<file path="config.mk">
export PLATFORM = sky130hd
export DESIGN_NAME = substring_first_match_unit
export DESIGN_NICKNAME = d
export VERILOG_FILES = /design/src/rtl/sfm_pkg.sv /design/src/rtl/sfm_cell.sv /design/src/rtl/sfm_result_fifo.sv /design/src/rtl/substring_first_match_unit.sv
export SDC_FILE = /design/constraint.sdc
export NUM_CORES = 1
export LEC_CHECK = 0
export ABC_AREA = 1
export BUFFER_PORTS_ARGS = -buffer_cell sky130_fd_sc_hd__buf_2
export CAP_MARGIN = 5
export CORE_AREA = 2 2 187 326
export CTS_BUF_LIST = sky130_fd_sc_hd__clkbuf_16
export CTS_CLUSTER_SIZE = 25
export DETAILED_ROUTE_END_ITERATION = 7
export DIE_AREA = 0 0 189 328
export GPL_TIMING_DRIVEN = 0
export HOLD_SLACK_MARGIN = 0.05
export PLACE_DENSITY = 0.86
export SLEW_MARGIN = 40
export SYNTH_ARGS = -nofsm -noshare
export SYNTH_HDL_FRONTEND = slang
export SYNTH_HIERARCHICAL = 1
export SYNTH_SLANG_ARGS = --single-unit
</file>
<file path="constraint.sdc">
create_clock -name clock -period 4 [get_ports clock]
set_input_delay 0 -clock clock [delete_from_list [all_inputs] [get_ports clock]]
set_output_delay 0 -clock clock [all_outputs]
set_load 0.01 [all_outputs]
</file>
<file path="src/rtl/sfm_pkg.sv">
// Shared types and constants for the substring first-match unit.
// Used by sfm_cell, sfm_result_fifo and substring_first_match_unit.
// No dependencies.
package sfm_pkg;

   localparam int SFM_MAX_PATTERN = 32;
   localparam int SFM_OFFSET_BITS = 16;

   localparam int CHAR_W      = 16;
   localparam int PINDEX_W    = 5;
   localparam int PLEN_W      = 6;
   localparam int RSP_OFFS_W  = 16;
   localparam int CSR_ADDR_W  = 3;
   localparam int CSR_DATA_W  = 32;

   // Register index, taken from csr_paddr[2].
   localparam logic CSR_PATTERN_LENGTH = 1'b0;

   // Input action codes.
   localparam logic ACT_LOAD_PATTERN = 1'b0;
   localparam logic ACT_TEXT_CHAR    = 1'b1;

   // Broadcast from the top level to every pattern cell.
   typedef struct packed {
      logic                load;
      logic                text;
      logic [CHAR_W-1:0]   char_value;
      logic [PINDEX_W-1:0] pattern_index;
   } sfm_bus_type;

   typedef struct packed {
      logic                  found;
      logic [RSP_OFFS_W-1:0] offset;
      logic [PLEN_W-1:0]     match_length;
      logic                  overflow;
   } sfm_result_type;

endpackage

</file>
<file path="src/rtl/sfm_cell.sv">
// One pattern position: a stored pattern character and its partial-match bit.
// Depends on sfm_pkg.
module sfm_cell #(
   parameter int CELL_INDEX = 0
) (
   input  logic                clock,
   input  logic                reset,
   input  sfm_pkg::sfm_bus_type bus,
   input  logic                prev_match,
   output logic                match
);
   import sfm_pkg::*;

   logic [CHAR_W-1:0] pattern_ff;
   logic              match_ff;
   logic              match_in;
   logic              load_here;

   assign load_here = bus.load && (32'(bus.pattern_index) == CELL_INDEX);
   assign match_in  = prev_match && (pattern_ff == bus.char_value);
   assign match     = match_ff;

   always_ff @(posedge clock) begin
      if (load_here) begin
         pattern_ff <= bus.char_value;
      end
   end

   always_ff @(posedge clock) begin
      if (reset) begin
         match_ff <= 1'b0;
      end else if (bus.text) begin
         match_ff <= match_in;
      end
   end

endmodule

</file>
<file path="src/rtl/sfm_result_fifo.sv">
// Two-entry result queue that parts the search pipeline from the receiver.
// Depends on sfm_pkg.
module sfm_result_fifo (
   input  logic                     clock,
   input  logic                     reset,
   input  logic                     push,
   input  sfm_pkg::sfm_result_type  push_data,
   output logic [1:0]               count,
   output logic                     out_valid,
   input  logic                     out_ready,
   output sfm_pkg::sfm_result_type  out_data
);
   import sfm_pkg::*;

   sfm_result_type entry_ff [2];
   logic [1:0]     count_ff;
   logic [1:0]     count_in;
   logic           rd_ptr_ff;
   logic           wr_ptr_ff;
   logic           pop;

   assign out_valid = (count_ff != 2'd0);
   assign out_data  = entry_ff[rd_ptr_ff];
   assign count     = count_ff;
   assign pop       = out_valid && out_ready;

   always_comb begin
      count_in = count_ff;
      if (push && !pop) begin
         count_in = count_ff + 2'd1;
      end else if (pop && !push) begin
         count_in = count_ff - 2'd1;
      end
   end

   always_ff @(posedge clock) begin
      if (push) begin
         entry_ff[wr_ptr_ff] <= push_data;
      end
   end

   always_ff @(posedge clock) begin
      if (reset) begin
         count_ff  <= 2'd0;
         rd_ptr_ff <= 1'b0;
         wr_ptr_ff <= 1'b0;
      end else begin
         count_ff <= count_in;
         if (push) begin
            wr_ptr_ff <= ~wr_ptr_ff;
         end
         if (pop) begin
            rd_ptr_ff <= ~rd_ptr_ff;
         end
      end
   end

endmodule

</file>
<file path="src/rtl/substring_first_match_unit.sv">
// Substring first-match unit: top level with the cell chain and result stage.
// Depends on sfm_pkg, sfm_cell and sfm_result_fifo.
//
// Usage: pattern characters are written by index with req_action = load; the
// pattern length is set through the CSR port (register 0, byte address 0).
// Text characters then stream in with req_action = text, the final one of a
// text marked by req_last. The unit accepts one item per clock as long as
// the result queue has room. Every pattern cell compares the incoming
// character in parallel and hands its partial-match bit to its right
// neighbor, so the cell chain sets the rate at one text character per
// cycle. In the next cycle the result stage picks the bit at position
// length-1; a result (first match, or "not found" at the last character) is
// written to a two-entry queue and is offered on rsp_ once the queue holds
// it. At most one result per text. When the receiver stalls, the queue
// holds results and req_ready drops once the queue plus the item in the
// result stage would fill it, unless a result leaves in the same cycle;
// with a ready receiver the input never stalls. Reset clears the length,
// the partial-match bits, the position counter and the queue; pattern
// characters are undefined until written.
module substring_first_match_unit #(
   parameter int MAX_PATTERN = sfm_pkg::SFM_MAX_PATTERN,
   parameter int OFFSET_BITS = sfm_pkg::SFM_OFFSET_BITS
) (
   input  logic                             clock,
   input  logic                             reset,
   // Input item channel.
   input  logic                             req_valid,
   output logic                             req_ready,
   input  logic                             req_action,
   input  logic [sfm_pkg::CHAR_W-1:0]       req_char_value,
   input  logic [sfm_pkg::PINDEX_W-1:0]     req_pattern_index,
   input  logic                             req_last,
   // Result channel.
   output logic                             rsp_valid,
   input  logic                             rsp_ready,
   output logic                             rsp_found,
   output logic [sfm_pkg::RSP_OFFS_W-1:0]   rsp_offset,
   output logic [sfm_pkg::PLEN_W-1:0]       rsp_match_length,
   output logic                             rsp_overflow,
   // Configuration port.
   input  logic                             csr_psel,
   input  logic                             csr_penable,
   input  logic                             csr_pwrite,
   input  logic [sfm_pkg::CSR_ADDR_W-1:0]   csr_paddr,
   input  logic [sfm_pkg::CSR_DATA_W-1:0]   csr_pwdata,
   output logic [sfm_pkg::CSR_DATA_W-1:0]   csr_prdata,
   output logic                             csr_pready
);
   import sfm_pkg::*;

   // Width that holds a clamped length 0..MAX_PATTERN, and a cell select.
   localparam int LEN_W = $clog2(MAX_PATTERN + 1);
   localparam int SEL_W = (MAX_PATTERN > 1) ? $clog2(MAX_PATTERN) : 1;
   // Width for the offset arithmetic: covers both position and length.
   localparam int DIFF_W = ((OFFSET_BITS > LEN_W) ? OFFSET_BITS : LEN_W) + 1;
   localparam logic [OFFSET_BITS-1:0] POS_MAX = '1;

   // ---------------------------------------------------------------------
   // Configuration register. pready is tied high, so a write lands at the
   // access phase of the transfer.
   // ---------------------------------------------------------------------
   logic [PLEN_W-1:0] plen_ff;
   logic              csr_write;

   assign csr_pready = 1'b1;
   assign csr_write  = csr_psel && csr_penable && csr_pwrite;

   always_ff @(posedge clock) begin
      if (reset) begin
         plen_ff <= '0;
      end else if (csr_write && (csr_paddr[2] == CSR_PATTERN_LENGTH)) begin
         plen_ff <= csr_pwdata[PLEN_W-1:0];
      end
   end

   always_comb begin
      csr_prdata = '0;
      if (csr_paddr[2] == CSR_PATTERN_LENGTH) begin
         csr_prdata = {{(CSR_DATA_W-PLEN_W){1'b0}}, plen_ff};
      end
   end

   // Length clamped to the number of cells.
   logic [LEN_W-1:0] len_clamped;

   always_comb begin
      if (32'(plen_ff) > MAX_PATTERN) begin
         len_clamped = LEN_W'(MAX_PATTERN);
      end else begin
         len_clamped = LEN_W'(plen_ff);
      end
   end

   // ---------------------------------------------------------------------
   // Input acceptance. Room is reserved in the result queue for the item
   // now in the result stage and for the one being accepted, so the result
   // stage never has to stall. A result leaving the queue in this cycle
   // frees its entry in time for the accepted item.
   // ---------------------------------------------------------------------
   logic [1:0] fifo_count;
   logic       s1_valid_ff;
   logic       rsp_pop;
   logic       req_xfer;
   logic       text_xfer;

   assign rsp_pop = rsp_valid && rsp_ready;

   always_comb begin
      case (fifo_count)
         2'd0:    req_ready = 1'b1;
         2'd1:    req_ready = !s1_valid_ff || rsp_pop;
         2'd2:    req_ready = !s1_valid_ff && rsp_pop;
         default: req_ready = 1'b0;
      endcase
   end

   assign req_xfer  = req_valid && req_ready;
   assign text_xfer = req_xfer && (req_action == ACT_TEXT_CHAR);

   // ---------------------------------------------------------------------
   // Text position counter. It saturates at its top value and remembers
   // that it did; the last character of a text restarts it.
   // ---------------------------------------------------------------------
   logic [OFFSET_BITS-1:0] pos_ff;
   logic                   sat_ff;

   always_ff @(posedge clock) begin
      if (reset) begin
         pos_ff <= '0;
         sat_ff <= 1'b0;
      end else if (text_xfer) begin
         if (req_last) begin
            pos_ff <= '0;
            sat_ff <= 1'b0;
         end else if (pos_ff == POS_MAX) begin
            sat_ff <= 1'b1;
         end else begin
            pos_ff <= pos_ff + 1'b1;
         end
      end
   end

   // The cells keep the bits of the last character of a text so that the
   // result stage can still read them; the first character of the next text
   // sees its left neighbors as cleared through this flag instead.
   logic restart_ff;

   always_ff @(posedge clock) begin
      if (reset) begin
         restart_ff <= 1'b1;
      end else if (text_xfer) begin
         restart_ff <= req_last;
      end
   end

   // ---------------------------------------------------------------------
   // Cell chain. Cell k holds pattern character k; on a text character its
   // bit becomes "left neighbor matched and my character equals the input".
   // ---------------------------------------------------------------------
   sfm_bus_type            bus;
   logic [MAX_PATTERN-1:0] match_vec;
   logic [MAX_PATTERN-1:0] prev_vec;

   assign bus.load          = req_xfer && (req_action == ACT_LOAD_PATTERN);
   assign bus.text          = text_xfer;
   assign bus.char_value    = req_char_value;
   assign bus.pattern_index = req_pattern_index;

   // Position 0 always starts a fresh candidate match.
   assign prev_vec[0] = 1'b1;

   genvar k;
   generate
      for (k = 1; k < MAX_PATTERN; k++) begin : g_link
         assign prev_vec[k] = match_vec[k-1] && !restart_ff;
      end
      for (k = 0; k < MAX_PATTERN; k++) begin : g_cell
         sfm_cell #(
            .CELL_INDEX (k)
         ) u_cell (
            .clock      (clock),
            .reset      (reset),
            .bus        (bus),
            .prev_match (prev_vec[k]),
            .match      (match_vec[k])
         );
      end
   endgenerate

   // ---------------------------------------------------------------------
   // Result stage. It holds what the accepted text character saw at the
   // time of its transfer; the cell bits it reads were written by that same
   // transfer.
   // ---------------------------------------------------------------------
   logic                   s1_last_ff;
   logic                   s1_ovf_ff;
   logic [OFFSET_BITS-1:0] s1_idx_ff;
   logic [LEN_W-1:0]       s1_len_ff;
   logic [PLEN_W-1:0]      s1_plen_ff;

   always_ff @(posedge clock) begin
      if (reset) begin
         s1_valid_ff <= 1'b0;
      end else begin
         s1_valid_ff <= text_xfer;
      end
   end

   always_ff @(posedge clock) begin
      if (text_xfer) begin
         s1_last_ff <= req_last;
         s1_ovf_ff  <= sat_ff;
         s1_idx_ff  <= pos_ff;
         s1_len_ff  <= len_clamped;
         s1_plen_ff <= plen_ff;
      end
   end

   logic              given_ff;
   logic [SEL_W-1:0]  sel;
   logic              hit;
   logic [DIFF_W-1:0] len_m1;
   logic [DIFF_W-1:0] idx_wide;
   logic [DIFF_W-1:0] start;
   logic              push;
   sfm_result_type    push_data;

   assign sel      = SEL_W'(s1_len_ff - 1'b1);
   assign hit      = (s1_len_ff == '0) || match_vec[sel];
   assign len_m1   = DIFF_W'(s1_len_ff) - 1'b1;
   assign idx_wide = DIFF_W'(s1_idx_ff);

   // Match start; a start that would lie before the text is reported as 0.
   always_comb begin
      start = '0;
      if ((s1_len_ff != '0) && (idx_wide >= len_m1)) begin
         start = idx_wide - len_m1;
      end
   end

   // Only the first match of a text is reported; without one, the last
   // character reports "not found".
   assign push = s1_valid_ff && !given_ff && (hit || s1_last_ff);

   always_comb begin
      push_data.found        = hit;
      push_data.offset       = '0;
      push_data.match_length = '0;
      push_data.overflow     = s1_ovf_ff;
      if (hit) begin
         push_data.offset       = RSP_OFFS_W'(start);
         push_data.match_length = s1_plen_ff;
      end
   end

   always_ff @(posedge clock) begin
      if (reset) begin
         given_ff <= 1'b0;
      end else if (s1_valid_ff) begin
         if (s1_last_ff) begin
            given_ff <= 1'b0;
         end else if (push) begin
            given_ff <= 1'b1;
         end
      end
   end

   // ---------------------------------------------------------------------
   // Result queue and output channel.
   // ---------------------------------------------------------------------
   sfm_result_type rsp_data;

   sfm_result_fifo u_fifo (
      .clock     (clock),
      .reset     (reset),
      .push      (push),
      .push_data (push_data),
      .count     (fifo_count),
      .out_valid (rsp_valid),
      .out_ready (rsp_ready),
      .out_data  (rsp_data)
   );

   assign rsp_found        = rsp_data.found;
   assign rsp_offset       = rsp_data.offset;
   assign rsp_match_length = rsp_data.match_length;
   assign rsp_overflow     = rsp_data.overflow;

endmodule

</file>
==> results of run 1 <==
[metal layers]
layer	track usage	wire length, um	part of all wire	up-vias
met3	0.02991	5237	0.068	341
met2	0.4659	40360	0.52	1018
met5	0	0	0	-
li1	-	-	-	12130
met4	0.1559	4873	0.063	0
met1	0.2560	26440	0.34	11630
[through the flow]
stage | area [um2] | setup TNS, ns | util
global route | 37450 | 0 | 0.6326
CTS | 37430 | 0 | 0.6322
floorplan | 32950 | 0 | -
detailed placement | 35320 | 0 | 0.5965
global placement | 34270 | -853.14 | 0.5788
finish | 37450 | 0 | 0.6326
[layout by cell type (no fill, tap or decap), drive strengths merged]
cell type / count
a21o: 2
a21oi: 73
a31oi: 1
buf: 167
bufinv: 6
clkbuf: 65
clkinv: 29
clkinvlp: 7
conb: 28
dfxtp: 63
dlygate4sd3: 30
edfxtp: 590
fa: 1
ha: 21
inv: 807
mux2: 24
nand2: 1106
nand3: 118
nand3b: 7
nand4: 27
nor2: 546
nor3: 20
nor3b: 13
nor4: 2
nor4b: 2
o211ai: 1
o21ai: 175
o21bai: 3
or2: 3
xnor2: 41
xor2: 81
[report_power, final]
| part | internal (W) | total [W] | leakage [nW] | switching, W |
|---|---|---|---|---|
| Combinational | 0.000552 | 0.00164 | 9.92 | 0.00109 |
| Sequential | 0.00753 | 0.00757 | 5.85 | 0.0000410 |
| Clock | 0.00298 | 0.00542 | 0.900 | 0.00244 |
| Total | 0.0111 | 0.0146 | 16.7 | 0.00357 |
[final timing paths]
kind	end	cells after the start	slack [ns]	from
max	u_fifo/entry_ff[1][19]	15	0.32	s1_len_ff[0]
min	g_cell[26].u_cell/pattern_ff[15]	3	0.10	req_pattern_index[4]
max reg2reg	u_fifo/entry_ff[1][19]	15	0.32	s1_len_ff[0]
min reg2reg	s1_plen_ff[2]	0	0.44	plen_ff[2]
[area by class of cell]
| cell class | count | area (um2) | area share |
|---|---|---|---|
| inverter | 804 | 3029 | 0.08088 |
| multi-input combinational | 2295 | 10800 | 0.2883 |
| tap | 780 | 975.9 | 0.02606 |
| clock buffer | 57 | 1426 | 0.03809 |
| clock inverter | 45 | 387.9 | 0.01036 |
| sequential | 653 | 18980 | 0.5067 |
| timing repair buffer | 160 | 1498 | 0.03999 |
| buffer | 45 | 357.8 | 0.009555 |
[synthesized netlist by cell type (11+ instances only)]
library cell     n
buf_4           29
xnor2_1         41
nand4_1         27
o21ai_0        174
dfxtp_1         63
nor3b_1         13
nand2_1       1100
nand3_1        114
a21oi_1         41
inv_1          802
nor2_1         534
mux2_4          20
nor2_2          11
ha_1            21
a21oi_2         32
xor2_1          80
nor3_1          19
edfxtp_1       590
[cells by family after synthesis]
group / count (synthesis)
simple gates: 1844
mux: 24
compound gates: 255
xor+xnor: 122
flops: 653
buf+inv: 849
fa+ha+maj: 22
other cells: 2
[registers in the layout (all words and copies together), names as in the netlist, named ones only]
| register | flops |
|---|---|
| g_cell.u_cell/match | 32 |
| g_cell.u_cell/pattern_ff | 512 |
| given_ff | 1 |
| plen_ff | 6 |
| pos_ff | 16 |
| restart_ff | 1 |
| s1_idx_ff | 16 |
| s1_last_ff | 1 |
| s1_len_ff | 6 |
| s1_ovf_ff | 1 |
| s1_plen_ff | 6 |
| s1_valid_ff | 1 |
| sat_ff | 1 |
| u_fifo/count | 2 |
| u_fifo/entry_ff | 48 |
| u_fifo/rd_ptr_ff | 1 |
| u_fifo/wr_ptr_ff | 1 |
[tightest hold or removal path, delay by kind of cell]
family        cells  cell delay [ns]
buf+inv           1             0.29
simple gates      2             0.23
[timing repair]
action,CTS,global route
endpoints found under the hold margin,462,0
hold buffers,30,0
gates resized for setup,0,2
setup endpoints to repair,0,22
==> impl_metrics.toml, run 1 <==
[synthesis]
synth_area_leaders = "edfxtp_1 54%, nand2_1 13%, inv_1 9.2%, nor2_1 6.1%, dfxtp_1 3.8%"
synthDistinctLibCells = 44
syn_area_per_cell_um2 = 8.706
post_synth_xor_area_fraction = 0.03278
top_cell_type_by_total_area_after_synthesis = "edfxtp_1"
ys_dominant_reg_cell = "edfxtp_1"
post_synth_fa_ha_maj_area_fraction = 0.008613
syn_inst = 3771
dominant_combinational_cell_family_by_area_after_synthesis = "simple AND/OR/NAND/NOR gates"
synthesis.area_um2 = 32830
synth-compound-area-share = 0.04314
synthDominantCellAreaShare = 0.5397
synthSimpleGateAreaFrac = 0.2238
ys_seq_area_frac = 0.5781
register_bit_count_reported_by_yosys = 653
synthesis.yosys.warnings = 6
synth-edff-count = 590
synth_mux_area_frac = 0.01052
async_flop_share = 0

[place]
dp_worst_setup_slack_ns = 0.3099
dp.final_hpwl_mm = 47.23
routabilityCongestion = 0.9068
place.port_buffers = 68
placedCellCount = 4707

[sta]
rsz0062_at_grt = "no"
post-route-worst-setup-slack_ns = 0.3164
achievable_frequency_mhz = 271.5
fin_skew_ns = 0.01864
final.hold.worst_slack_ns = 0.1000
worstMarginPinSlew_ns = 0.9738
fin_crit_sh = 0.9209
min_period_ns = 3.684
finalHoldViolCount = 0
setup_violations = 0
maxSlewHeadroom = 0.3508
report.final.slew_viol_count = 0

[grt]
gr-total-overflow = 0
gr-usage-all-layers = 0.2468
largest_net_degree_at_the_start_of_global_routing = 76
antenna_found_initial = 0
grt_first_pass_wirelength_mm = 121.8
first_global_vias = 25390

[route]
remaining_drc_errors = 0
dr.pass1.iters = 7
route.detailed.wl_per_inst_um = 15.89
initialDrtViolationCount = 1889
viasPerCell = 5.191
detail_route.wirelength_mm = 76.91
drt.antenna.violating_nets = 0
detailroute.via_count = 25120

[run_status]
run_status = "finished clean"

[worst_setup_path]
worstPathMaxFanout = 12
timing.critical_path.slowest_cell_delay_ns = 0.50
setup.worst_path.class = "flip-flop to flip-flop"
critical_path.cell_chain = "inv_1, buf_6, ha_1, buf_4, clkinvlp_4, fa_1, o21ai_0, nand2_1, nand2_1, nand2_1, nand2_1, nand2_1, nand2_1, xnor2_1, nor2_1"
cpMostUsedCell = "nand2_1"
worst_ep_required_time_ns = 4.36
path_delay_family = "buffers and inverters"
worstPathArrival_ns = 4.04
crit_buf_inv = 4
slowest_cell_on_the_critical_path = "fa_1"
cp-start-kind = "flip-flop"
cp-end-kind = "flip-flop"

[final_layout]
fillers = 4337
layout.nets = 4101
antenna_cells_inserted = 0
area_added_between_synthesis_and_finish_pct = 14.08
drive_above_1_share = 0.09313
final-instance-count-excl-fill = 4839

[die]
design.portCount = 124
core_area_um2 = 59200
floorplan.die.width_um = 189
chipHeight_um = 328
fp-row-count = 118
die_area_um2 = 61990
start_util = 0.5545

[power_and_ir_drop]
ir_worst_vdd_uv = 369.6
p_leak_nw = 16.67
power-per-cell-area_nw_per_um2 = 390.7
fin_total_pwr_w = 0.01463

[clock_network]
cts_root_buf = "clkbuf_16"
cts_sinks = 653
cts_tree = "done"
cts_buffer_depth = 3
tritoncts.num_buffers = 55
clk_latency_ns = 0.61
post_cts_buffers = 0
path_clk_slew_ns = 0.07
htree_levels = 2

[run]
drv.max_cap_violation_count = 0

[hold_path]
hold_path_class = "primary input to flip-flop"
Power figures use the tool's default switching activity.
==> inputs of run 2 (changes only) <==
--- a/config.mk
+++ b/config.mk
@@ -5,17 +5,16 @@
 export SDC_FILE = /design/constraint.sdc
 export NUM_CORES = 1
 export LEC_CHECK = 0
-export ABC_AREA = 1
 export BUFFER_PORTS_ARGS = -buffer_cell sky130_fd_sc_hd__buf_2
 export CAP_MARGIN = 5
-export CORE_AREA = 2 2 187 326
+export CORE_AREA = 2 2 174 305
 export CTS_BUF_LIST = sky130_fd_sc_hd__clkbuf_16
 export CTS_CLUSTER_SIZE = 25
 export DETAILED_ROUTE_END_ITERATION = 7
-export DIE_AREA = 0 0 189 328
+export DIE_AREA = 0 0 176 307
 export GPL_TIMING_DRIVEN = 0
 export HOLD_SLACK_MARGIN = 0.05
-export PLACE_DENSITY = 0.86
+export PLACE_DENSITY = 0.87
 export SLEW_MARGIN = 40
 export SYNTH_ARGS = -nofsm -noshare
 export SYNTH_HDL_FRONTEND = slang
==> run 2 against run 1 <==
Net effect: global-route usage decreased by 1.5 points; cell count decreased by 40%; combinational power increased by 12%; register-to-register slack got worse by 0.04 ns; wire length decreased by 18%; area after synthesis decreased by 13%; die area decreased by 13%.
==> impl_metrics.toml, run 2 <==
[run_status]
run_status = "finished clean"

[clock_network]
path_clk_slew_ns = 0.07
cts_sinks = 653
cts_tree = "done"
cts_buffer_depth = 3
cts_root_buf = "clkbuf_16"
clk_latency_ns = 0.59
tritoncts.num_buffers = 51
htree_levels = 2

[die]
core_area_um2 = 51800
chipHeight_um = 307
die_area_um2 = 54030
floorplan.die.width_um = 176
fp-row-count = 111
start_util = 0.5526
design.portCount = 124

[grt]
antenna_found_initial = 0
grt_first_pass_wirelength_mm = 96.45
gr-usage-all-layers = 0.2315
first_global_vias = 17820
largest_net_degree_at_the_start_of_global_routing = 57
gr-total-overflow = 0

[final_layout]
antenna_cells_inserted = 0
area_added_between_synthesis_and_finish_pct = 14.91
drive_above_1_share = 0.1440
flip_flop_count_of_the_largest_register_all_copies_and_words_added = 512
layout_commonest_cell = "edfxtp_1"
largest-register = "g_cell.u_cell/pattern_ff"
final-instance-count-excl-fill = 2893
layout.nets = 2261
layout_common_cells = "590 x edfxtp_1, 428 x xor2_1, 110 x xnor2_1, 98 x nor4_1, 86 x nand2_1"
final_core_utilization = 0.6350
stdcell_area_um2 = 32890

[sta]
report.final.slew_viol_count = 0
finalHoldViolCount = 0
achievable_frequency_mhz = 268.7
fin_skew_ns = 0.01029
post-route-worst-setup-slack_ns = 0.2779
setup_violations = 0
setup_tns_ns = 0
fin_crit_sh = 0.9305
maxSlewHeadroom = 0.3763
rsz0062_at_grt = "no"
min_period_ns = 3.722
worstMarginPinSlew_ns = 0.9355

[hold_path]
hold_path_class = "primary input to flip-flop"
start_point_of_the_worst_min_delay_path = "req_pattern_index[2]"
hold_path_depth = 3
hold_path_end = "g_cell[28].u_cell/pattern_ff[10]"

[synthesis]
synthDistinctLibCells = 69
async_flop_share = 0
syn_inst = 1948
synthesis.yosys.warnings = 6
synth_area_leaders = "edfxtp_1 62%, xor2_1 13%, dfxtp_1 4.4%, xnor2_1 3.4%, nor4_1 2.2%"
register_bit_count_reported_by_yosys = 653
top_cell_type_by_total_area_after_synthesis = "edfxtp_1"
ys_seq_area_frac = 0.6630
synthesis.area_um2 = 28620
syn_area_per_cell_um2 = 14.69
synthDominantCellAreaShare = 0.6189
ys_dominant_reg_cell = "edfxtp_1"
synth-edff-count = 590
yosys.cell_count.top_type = "edfxtp_1"
synthTopCellsByCount = "590 x edfxtp_1, 428 x xor2_1, 110 x xnor2_1"

[route]
remaining_drc_errors = 0
drt.antenna.violating_nets = 0
route.detailed.wl_per_inst_um = 21.73
detailroute.via_count = 16940
dr.pass1.iters = 5
viasPerCell = 5.856
initialDrtViolationCount = 1461
detail_route.wirelength_mm = 62.86

[worst_setup_path]
cp-end-kind = "flip-flop"
cp-start-kind = "flip-flop"
worstReg2RegStart = "s1_len_ff[2]"
timing.reg2reg.setup_slack_ns = 0.28
worstPathMaxFanout = 12
timing.rr.end = "u_fifo/entry_ff[0][22]"
rr_worst_depth = 10
worst_ep_required_time_ns = 4.34
setup.worst_path.class = "flip-flop to flip-flop"
worstPathArrival_ns = 4.06

[power_and_ir_drop]
p_leak_nw = 11.12
pwr-share-comb = 0.127
ir_worst_vdd_uv = 300.5
cell_internal_pwr_w = 0.01097
power.switching_w = 0.003500
power.switching_fraction = 0.2419
p_clk_frac = 0.345
power.sequential.fraction = 0.529
power-per-cell-area_nw_per_um2 = 439.8

[place]
dp.final_hpwl_mm = 36.60
placedCellCount = 2764
post_dp_cell_area_um2 = 30880
routabilityCongestion = 0.8791
dp_worst_setup_slack_ns = -0.07351
place.port_buffers = 68

[run]
drv.max_cap_violation_count = 0
-- run 2: changes by cell type after synthesis, moves of 50 or more --
cell	before	now
inv_1	802	14
nand2_1	1100	87
nand3_1	114	43
nor2_1	534	70
nor2b_1	0	50
nor4_1	2	99
o21ai_0	174	15
xnor2_1	41	110
xor2_1	80	428
-- run 2: what timing repair did --
action | in CTS | in global routing
hold buffers | 34 | 0
resized for setup | 1 | 6
endpoints found under the hold margin | 531 | 0
setup endpoints to repair | 1 | 25
setup buffers | 0 | 1
pin swaps | 0 | 1
-- run 2: logic make-up after synthesis --
logic type / count (synthesis) / share of synthesized area
muxes: 42 / 0.01941
adders and majority gates: 22 / 0.009878
buffers and inverters: 56 / 0.01185
and+or+nand+nor: 527 / 0.1043
AOI/OAI and AO/OA: 106 / 0.02518
other: 2 / 0.0002624
DFF: 653 / 0.6630
xor gates and xnor gates: 540 / 0.1661
-- run 2: power groups by stage --
| stage | Sequential, W | Combinational (W) | Clock [W] |
|---|---|---|---|
| floorplan | 0.00778 | 0.00101 | 0 |
| global placement | 0.00780 | 0.00156 | 0 |
| detailed placement | 0.00780 | 0.00176 | 0 |
| CTS | 0.00765 | 0.00180 | 0.00505 |
| global route | 0.00765 | 0.00196 | 0.00527 |
| finish | 0.00765 | 0.00183 | 0.00499 |
-- run 2: how the worst max path moves through the flow --
stage | start | endpoint | slack [ns] | cells after the start
global route | s1_len_ff[2] | u_fifo/entry_ff[0][22] | 0.09 | 10
detailed placement | s1_len_ff[0] | u_fifo/count[1] | -0.07 | 12
finish | s1_len_ff[2] | u_fifo/entry_ff[0][22] | 0.28 | 10
floorplan | s1_len_ff[0] | u_fifo/entry_ff[0][0] | 0.23 | 10
CTS | s1_len_ff[0] | u_fifo/count[1] | 0.05 | 12
global placement | s1_len_ff[0] | u_fifo/entry_ff[0][17] | -1.33 | 10
-- run 2: worst max-delay path, stage by stage, from the launching register on --
cell	delay, ns
edfxtp_1	0.51
or3_1	0.45
nor2_2	0.19
nand2_2	0.23
ha_1	0.44
a21oi_1	0.20
o21ai_0	0.20
a31oi_2	0.36
a21oi_1	0.12
or3_1	0.33
a211oi_1	0.43
-- run 2: metal layers --
layer | routed length, um | global-route usage | vias up | share of wire
met5 | 0 | 0 | - | 0
met1 | 22130 | 0.2526 | 8446 | 0.35
met3 | 3680 | 0.03289 | 186 | 0.059
li1 | - | - | 7576 | -
met4 | 2870 | 0.1263 | 0 | 0.046
met2 | 34180 | 0.4290 | 733 | 0.54
-- run 2: area by class of cell --
class / instances / area (um2)
multi-input combinational: 1265 / 9554
sequential: 653 / 18980
inverter: 16 / 65.06
clock inverter: 41 / 317.8
tap: 678 / 848.3
buffer: 40 / 286.5
timing repair buffer: 147 / 1518
clock buffer: 53 / 1326
fill: 3402 / 18910
-- run 2: stage by stage --
step	power (W)	hold slack, ns
floorplan	0.008796	0.04641
global placement	0.009359	0.2405
detailed placement	0.009563	0.2484
CTS	0.01450	0.06859
global route	0.01489	0.09691
finish	0.01447	0.09621
==> inputs of run 3 (changes only) <==
--- a/config.mk
+++ b/config.mk
@@ -7,11 +7,11 @@
 export LEC_CHECK = 0
 export BUFFER_PORTS_ARGS = -buffer_cell sky130_fd_sc_hd__buf_2
 export CAP_MARGIN = 5
-export CORE_AREA = 2 2 174 305
+export CORE_AREA = 2 2 230 232
 export CTS_BUF_LIST = sky130_fd_sc_hd__clkbuf_16
 export CTS_CLUSTER_SIZE = 25
 export DETAILED_ROUTE_END_ITERATION = 7
-export DIE_AREA = 0 0 176 307
+export DIE_AREA = 0 0 232 234
 export GPL_TIMING_DRIVEN = 0
 export HOLD_SLACK_MARGIN = 0.05
 export PLACE_DENSITY = 0.87
==> run 3 against run 2 <==
Net effect: wire length increased by 0.16%; worst hold slack lost 0.0099 ns; sequential power is essentially flat; largest cell class unchanged; sequential share of layout area down 0.30 points; clock skew rose by 0.031 ns; utilization increased by 0.064 points; combinational power about the same; sequential cell count unchanged.
==> impl_metrics.toml, run 3 (synthesis gave the netlist of run 2 again) <==
[run_status]
run_status = "finished clean"

[sta]
final.hold.worst_slack_ns = 0.08634
setup_violations = 0
achievable_frequency_mhz = 260.8
report.final.slew_viol_count = 0
finalHoldViolCount = 0
fin_crit_sh = 0.9587
min_period_ns = 3.835
maxSlewHeadroom = 0.4147
setup_tns_ns = 0
fin_skew_ns = 0.04129
worstMarginPinSlew_ns = 0.8780

[worst_setup_path]
worst_ep_required_time_ns = 4.55
worstPathMaxFanout = 10
cp-end-kind = "flip-flop"
setup.worst_path.class = "flip-flop to flip-flop"
rr_worst_depth = 12
worstPathArrival_ns = 4.38
cp-start-kind = "flip-flop"

[die]
die_area_um2 = 54290
core_area_um2 = 52020
floorplan.die.width_um = 232
chipHeight_um = 234
start_util = 0.5502
fp-row-count = 84
design.portCount = 124

[power_and_ir_drop]
p_clk_frac = 0.362
pwr-share-comb = 0.123
cell_internal_pwr_w = 0.01120
power-per-cell-area_nw_per_um2 = 449.7
power.switching_w = 0.003669
power.switching_fraction = 0.2467
p_leak_nw = 11.25
ir_worst_vdd_uv = 410.5
fin_total_pwr_w = 0.01487
power.sequential.fraction = 0.515

[clock_network]
clk_latency_ns = 0.66
cts_buffer_depth = 3
path_clk_slew_ns = 0.07
tritoncts.num_buffers = 59
cts_root_buf = "clkbuf_16"
post_cts_buffers = 0
cts_sinks = 653
cts_tree = "done"
htree_levels = 2

[place]
placedCellCount = 2772
routabilityCongestion = 0.8137
dp.final_hpwl_mm = 34.54
place.port_buffers = 68

[route]
remaining_drc_errors = 0
dr.pass1.iters = 7
drt.antenna.violating_nets = 0
initialDrtViolationCount = 1802
detail_route.wirelength_mm = 62.96
route.detailed.wl_per_inst_um = 21.57
viasPerCell = 5.803
detailroute.via_count = 16940

[final_layout]
final-seq-area_um2 = 18980
layout.nets = 2268
multiInputGateArea_um2 = 9563
final-instance-count-excl-fill = 2919
largest-register = "g_cell.u_cell/pattern_ff"
antenna_cells_inserted = 0
fillers = 3416
area_added_between_synthesis_and_finish_pct = 15.52
layout_common_cells = "590 x edfxtp_1, 428 x xor2_1, 110 x xnor2_1, 98 x nor4_1, 86 x nand2_1"
flip_flop_count_of_the_largest_register_all_copies_and_words_added = 512
drive_above_1_share = 0.1394
layout_commonest_cell = "edfxtp_1"

[grt]
antenna_found_initial = 0
gr-total-overflow = 0
largest_net_degree_at_the_start_of_global_routing = 59
grt_first_pass_wirelength_mm = 96.81
gr-usage-all-layers = 0.2318
first_global_vias = 17570

[run]
drv.max_cap_violation_count = 0

[hold_path]
hold_path_depth = 4
hold_path_class = "primary input to flip-flop"
run 3: area by class of cell:
class / count / share of cell area
buffer: 40 / 0.008778
clock buffer: 60 / 0.04540
clock inverter: 51 / 0.009913
inverter: 16 / 0.001968
multi-input combinational: 1265 / 0.2892
sequential: 653 / 0.5739
tap: 688 / 0.02603
timing repair buffer: 146 / 0.04480
run 3: path summary, 6_finish.rpt:
check,start,end,slack (ns)
hold / removal,csr_pwrite,plen_ff[5],0.09
setup / recovery,s1_len_ff[0],u_fifo/count[1],0.17
hold reg to reg,sat_ff,s1_ovf_ff,0.47
setup reg to reg,s1_len_ff[0],u_fifo/count[1],0.17
run 3: stage by stage:
| stage | utilization | setup slack [ns] | cell area, um2 |
|---|---|---|---|
| 2_1_floorplan | - | 0.2298 | 28720 |
| 3_3_place_gp | 0.5752 | -1.329 | 29920 |
| 3_5_place_dp | 0.5928 | -0.06328 | 30840 |
| 4_1_cts | 0.6347 | 0.03583 | 33020 |
| 5_1_grt | 0.6356 | -0.02373 | 33070 |
| 6_report | 0.6356 | 0.1650 | 33070 |
run 3: power groups by stage:
stage	sequential [W]	combinational (W)	clock, W
final	0.00765	0.00183	0.00539
after global routing	0.00766	0.00196	0.00568
after CTS	0.00765	0.00180	0.00542
after detailed placement	0.00779	0.00173	0
after global placement	0.00780	0.00155	0
after floorplan	0.00778	0.00101	0
run 3: routing by layer:
metal / vias up / part of all wire / GRT usage
li1: 7599 / - / -
met1: 8286 / 0.39 / 0.2966
met2: 893 / 0.49 / 0.3914
met3: 161 / 0.089 / 0.04645
met4: 0 / 0.032 / 0.08994
met5: - / 0 / 0
run 3: timing repair:
item / in CTS / in global routing
hold buffers: 34 / 2
hold endpoints to repair: 570 / 5
gates resized for setup: 3 / 5
endpoints found under the setup margin: 1 / 10
run 3: critical path, cell delays in order (launching register included):
cell and delay, ns:
edfxtp_1 0.43, buf_8 0.24, inv_1 0.11, ha_1 0.35, buf_6 0.23, mux4_2 0.43
mux2_4 0.32, a2bb2oi_4 0.20, a21boi_4 0.29, a21oi_1 0.20, ha_1 0.39, or3_1 0.37
a21oi_1 0.19
